--- src/rtl/awmmt_pkg.sv ---
package awmmt_pkg;

	localparam int VW   = 32;
	localparam int AGEW = 32;
	localparam int MIW  = 10;
	localparam int CNTW = 10;
	localparam int CFGW = 32;

	typedef enum logic [1:0] {
		REG_MAX_AGE     = 2'd0,
		REG_MAX_ITEMS   = 2'd1,
		REG_WIN_MIN_AGE = 2'd2,
		REG_WIN_MAX_AGE = 2'd3
	} cfg_reg_t;

	localparam logic [AGEW-1:0] MAX_AGE_RST     = 32'd2500000;
	localparam logic [MIW-1:0]  MAX_ITEMS_RST   = 10'd500;
	localparam logic [AGEW-1:0] WIN_MIN_AGE_RST = 32'd0;
	localparam logic [AGEW-1:0] WIN_MAX_AGE_RST = 32'hFFFF_FFFF;

	localparam logic [VW-1:0] VAL_MOST_NEG = 32'h8000_0000;
	localparam logic [VW-1:0] VAL_MOST_POS = 32'h7FFF_FFFF;

endpackage

--- src/rtl/awmmt_div.sv ---
module awmmt_div #(
	parameter int NW = 42,
	parameter int DW = 10
) (
	input  logic                    clk,
	input  logic                    arst_n,
	input  logic                    start,
	input  logic [NW-1:0]           dividend,
	input  logic [DW-1:0]           divisor,
	output logic                    done,
	output logic [awmmt_pkg::VW-1:0] quotient
);
	import awmmt_pkg::*;

	localparam int CNTB = $clog2(NW + 1);

	logic            busy_q;
	logic            done_q;
	logic            neg_q;
	logic [CNTB-1:0] cnt_q;
	logic [DW-1:0]   rem_q;
	logic [NW-1:0]   quo_q;

	logic [NW-1:0] mag;
	logic [DW:0]   rem_sh;
	logic [DW:0]   rem_diff;
	logic          ge;

	assign mag      = dividend[NW-1] ? (~dividend + 1'b1) : dividend;
	assign rem_sh   = {rem_q, quo_q[NW-1]};
	assign rem_diff = rem_sh - {1'b0, divisor};
	assign ge       = rem_sh >= {1'b0, divisor};

	always_ff @(posedge clk or negedge arst_n) begin
		if (!arst_n) begin
			busy_q <= 1'b0;
			done_q <= 1'b0;
			cnt_q  <= '0;
		end else begin
			done_q <= 1'b0;
			if (start && !busy_q) begin
				busy_q <= 1'b1;
				cnt_q  <= CNTB'(NW);
			end else if (busy_q) begin
				cnt_q <= cnt_q - 1'b1;
				if (cnt_q == CNTB'(1)) begin
					busy_q <= 1'b0;
					done_q <= 1'b1;
				end
			end
		end
	end

	always_ff @(posedge clk) begin
		if (start && !busy_q) begin
			neg_q <= dividend[NW-1];
			quo_q <= mag;
			rem_q <= '0;
		end else if (busy_q) begin
			rem_q <= ge ? rem_diff[DW-1:0] : rem_sh[DW-1:0];
			quo_q <= {quo_q[NW-2:0], ge};
		end
	end

	assign done     = done_q;
	assign quotient = neg_q ? (~quo_q[VW-1:0] + 1'b1) : quo_q[VW-1:0];

endmodule

--- config.mk ---
export PLATFORM = sky130hd
export DESIGN_NAME = awmmt_div
export DESIGN_NICKNAME = d
export VERILOG_FILES = /design/src/rtl/awmmt_pkg.sv /design/src/rtl/awmmt_div.sv
export SDC_FILE = /design/constraint.sdc
export NUM_CORES = 1
export LEC_CHECK = 0
export ABC_CLOCK_PERIOD_IN_PS = 7050
export BUFFER_PORTS_ARGS = -buffer_cell sky130_fd_sc_hd__buf_2
export CORE_ASPECT_RATIO = 1.75
export CORE_UTILIZATION = 26
export DETAILED_ROUTE_END_ITERATION = 6
export GPL_ROUTABILITY_DRIVEN = 0
export HOLD_SLACK_MARGIN = 0.12
export PLACE_DENSITY = 0.4
export SLEW_MARGIN = 20
export SYNTH_ARGS = -nofsm -noshare
export SYNTH_HDL_FRONTEND = slang
export SYNTH_SLANG_ARGS = --single-unit
--- constraint.sdc ---
create_clock -name clk -period 7.05 [get_ports clk]
set_clock_uncertainty 0.2 [all_clocks]
set_input_delay 1.0575 -clock clk [delete_from_list [all_inputs] [get_ports clk]]
set_output_delay 1.0575 -clock clk [all_outputs]
set_load 0.05 [all_outputs]
# Word-level counts from Yosys, hierarchy flattened
# Cells that the tools add are included.
dict set report totals {
  regBits 61
  latch_bits 0
  ram_bits 0
  mem_bits_ro 0
  elab_cells 30
  n_memories 0
}
dict set report op_classes {
  addsub 4
  mul 0
  div_mod_pow 0
  n_lt_le_gt_ge 1
  eq_ne 1
  shifts 0
  mux 13
  bitwise_logic 2
  reduce_logical 3
}
# cell n
set op_table {}
lappend op_table {{$mux 42} 3}
lappend op_table {{$add 42x1->42 const B} 1}
lappend op_table {{$not 42->42} 1}
lappend op_table {{$add 32x1->32 const B} 1}
lappend op_table {{$mux 32} 1}
lappend op_table {{$not 32->32} 1}
lappend op_table {{$mux 6} 2}
lappend op_table {{$ge 11x10->1} 1}
lappend op_table {{$mux 10} 1}
lappend op_table {{$sub 10x10->10} 1}
lappend op_table {{$eq 6x1->1 const B} 1}
lappend op_table {{$mux 1} 6}
lappend op_table {{$sub 6x1->6 const B} 1}
lappend op_table {{$reduce_bool 2->1} 1}
lappend op_table {{$logic_and 1x1->1} 1}
lappend op_table {{$logic_not 1->1} 1}

# Longest topological paths before layout
dict set report logic_depth {
  depth_word 4
  mapped_depth 10
}

# Worst setup path before layout
# OpenSTA, ideal clock, no wires.
dict set report synth_path {
  path_kind {reg2out}
  from {register quo_q[6]}
  to {output port quotient[30] in the netlist's numbering}
  t_arrival_ns 2.354
  setup_slack_ns 3.438
  stages_incl_launch_ff 7
  path_buffers 0
  cell_sequence {edfxtp_1 -> nor4_2 -> nand3b_1 -> or4_1 -> nand2b_1 -> o31ai_1 -> xnor2_1}
}
dict set report synth_via {
  elab_chain_cells 3
}
# item line
set synth_rtl {}
lappend synth_rtl {{start: declaration} awmmt_div.sv:22} ;# logic [NW-1:0] quo_q;
lappend synth_rtl {{start signal: assignment} awmmt_div.sv:57} ;# quo_q <= mag;
lappend synth_rtl {{start signal: assignment} awmmt_div.sv:61} ;# quo_q <= {quo_q[NW-2:0], ge};
lappend synth_rtl {{$not 32->32} awmmt_div.sv:66} ;# assign quotient = neg_q ? (~quo_q[VW-1:0] + 1'b1) : quo_q[VW-1:0];
lappend synth_rtl {{$add 32x1->32} awmmt_div.sv:66}
lappend synth_rtl {{$mux 32} awmmt_div.sv:66}
lappend synth_rtl {{end: declaration} awmmt_div.sv:11} ;# output logic [awmmt_pkg::VW-1:0] quotient
# Every way passes these cells.

# Worst setup path in the final report
dict set report layout_path {
  from {register quo_q[5]}
  to {output port quotient[31] in the netlist's numbering}
}
# Same word-level chain as after synthesis.

==> metrics.txt <==
worst path cell trace=nor4_2 -> nand3_1 -> nor4_1 -> nand2_1 -> o41ai_1 -> xnor2_1 -> buf_2; GRT Residual Overflow=0; htree depth=3; Remaining DRCs=0; R2R depth=6; DRT Pass-1 Iters=4; clock slew at reported path FFs=0.05 ns; Site Rows=63; Relative slew margins=36.2%; FMAX=0.233 GHz; area leader, netlist=edfxtp_1; slowest CP cell=edfxtp_1; unrepaired setup endpoints after global routing=false; CTS max path bufs=2; FFs w/ async S/R, synth=13.1%; post-synth top area share=28.6%; setup violators final=0; hold depth=2; clk sink count=61; Worst setup SP type=register; DP Wirelength=9410 um; static leakage=0.00222 uW; Max VDD drop=0.000147 V; CP Capture Type=primary output; GR peak layer=met2; PwrDens=449 nW/um2; worst skew pair latency=0.32 ns; Global Route met3 Usage=2.81%; CP bufs+invs=1; final slew viol count=0; syn_nets=575; max incr delay on CP=0.46 ns; Area contributors post-synth=edfxtp_1, o21ai_0, xor2_1; DRT antenna net count=0; total CTS buffers=9; Die Ht=176 um; status=complete, no violations; Worst Path Required=5.79 ns; Yosys reg bits=61; Routed WL=12100 um; routed vias/inst=4.77; Synth warnings=0; Crit path depth=7; die width=102 um; Synth Cell Area=4520 um2; commonest cells after routing, fill and taps aside=buf_2, o21ai_0, nand2_1; EDFF count, synth=43; initial DRC count=144; Crit path arrival time=3.04 ns; nets=654; number of global-route vias before repair=3728; CP Max Fanout=5; via count=3900; layout cells sized above 1=20.0%; total of max-cap violations=0; Core ar.=16900 um2; Distinct cells, synth=54; Post CTS Setup Buffer Count=0; Initial Util=26.7%; Hold Vio Cnt, Final=0; I/O pin count=88; CTS tree=done; CP Class=register to primary output; met1 Resource Use GR=15.5%; PortBufs=87; worst hold path class=register to register; gr usage total=14.2%; Post-CTS Resized=0; Core Util, Final=32.4%; Die Area=17900 um2; slew at the pin closest to its max-slew limit=0.958 ns; Final Critical Period=4.29 ns; commonest non-fill, non-tap cell in the layout=buf_2; global-route wire length before repair=19400 um; Cells after Synth=505; # hold bufs at CTS=0; Area Overhead vs Synth=21.4%; sequential cell area fraction in the yosys report=37.5%; Root Buffer=clkbuf_16; GR Util met2=26.1%; most frequently used flop master after synthesis=edfxtp_1; final worst-path cycle share=60.9%; TNS Setup=0 ns; initial antenna violation count=2; Mean Syn Cell Area=8.94 um2; pin count of the biggest net entering global routing=81; Avg WL per Cell=14.8 um; cell family with most CP delay=simple AND/OR/NAND/NOR gates
-- flip-flops by register name, indices dropped and copies added (netlist names) --
name,flops
busy_q,1
cnt_q,6
done,1
neg_q,1
quo_q,42
rem_q,10
-- cell families after synthesis --
kind of cell,synth area share (%)
buffers and inverters,3.91
multiplexers,0.222
AND/OR/NAND/NOR,17.9
AO/OA/AOI/OAI,21.3
adder cells (fa/ha/maj),4.32
XOR/XNOR,14.9
flip-flops,37.5
-- metal layers --
layer | wire (um) | share of wire, %
met1 | 4760 | 39
met2 | 6740 | 56
met3 | 371 | 3.1
met4 | 207 | 1.7
met5 | 10 | 0.083
-- path summary, 6_finish.rpt --
path | start | endpoint | slack [ns]
setup reg to reg | busy_q$_DFF_PN0_ | quo_q[0]$_DFFE_PP_ | 4.00
hold reg to reg | rem_q[9]$_SDFFE_PP0P_ | rem_q[9]$_SDFFE_PP0P_ | 0.27
setup / recovery | quo_q[5]$_DFFE_PP_ | quotient[31] | 2.76
hold / removal | rem_q[9]$_SDFFE_PP0P_ | rem_q[9]$_SDFFE_PP0P_ | 0.27
max in group asynchronous | arst_n | cnt_q[2]$_DFFE_PN0P_ | 6.09
min in group asynchronous | arst_n | done$_DFF_PN0_ | 0.38
-- worst register-to-register path, delay by kind of cell, from the launching register on --
| family | cells | cell delay [ns] |
|---|---|---|
| simple gates | 2 | 0.41 |
| buf+inv | 3 | 1.42 |
| flops | 1 | 0.72 |
| compound gates | 1 | 0.06 |
-- through the flow --
step                area [um2]  setup WS (ns)  cells  hold WS (ns)  power, uW
floorplan                 4520           3.44    505         0.226       1720
global placement          5170           3.07    800         0.252       2010
detailed placement        5170           3.02    800         0.249       2020
CTS                       5480           2.65    816         0.268       2490
global route              5480           2.60    817         0.311       2650
finish                    5480           2.76    817         0.274       2460
-- cell type report --
type,instances,area (um2)
Inverter,24,90.1
Tap cell,227,284
Multi-Input combinational cell,398,2650
Clock inverter,6,77.6
Clock buffer,10,229
Antenna cell,1,2.50
Timing Repair Buffer,90,458
Fill cell,1821,11500
Sequential cell,61,1690
-- where the power goes --
group,switching (uW),total (uW),internal (uW)
logic,792,1200,409
registers,186,806,620
clock network,151,457,305
-- cells in the mapped netlist (3+ instances only) --
library cell / number
or2_2: 3
nor4_1: 7
o41ai_1: 9
dfxtp_1: 10
o21ai_0: 77
clkbuf_1: 18
inv_1: 23
dfrtp_1: 8
or4_1: 8
and3_1: 3
o211ai_1: 3
o221ai_1: 4
nand3_1: 7
buf_1: 3
or3_1: 15
nand2_1: 73
ha_1: 14
a31oi_1: 3
o21ai_1: 3
a211oi_1: 4
nand2b_1: 12
a21oi_1: 9
edfxtp_1: 43
xnor2_1: 35
o31ai_1: 21
nor2_1: 8
nor3_1: 8
xor2_1: 42
Note: power is estimated with default switching activity, not from simulation.
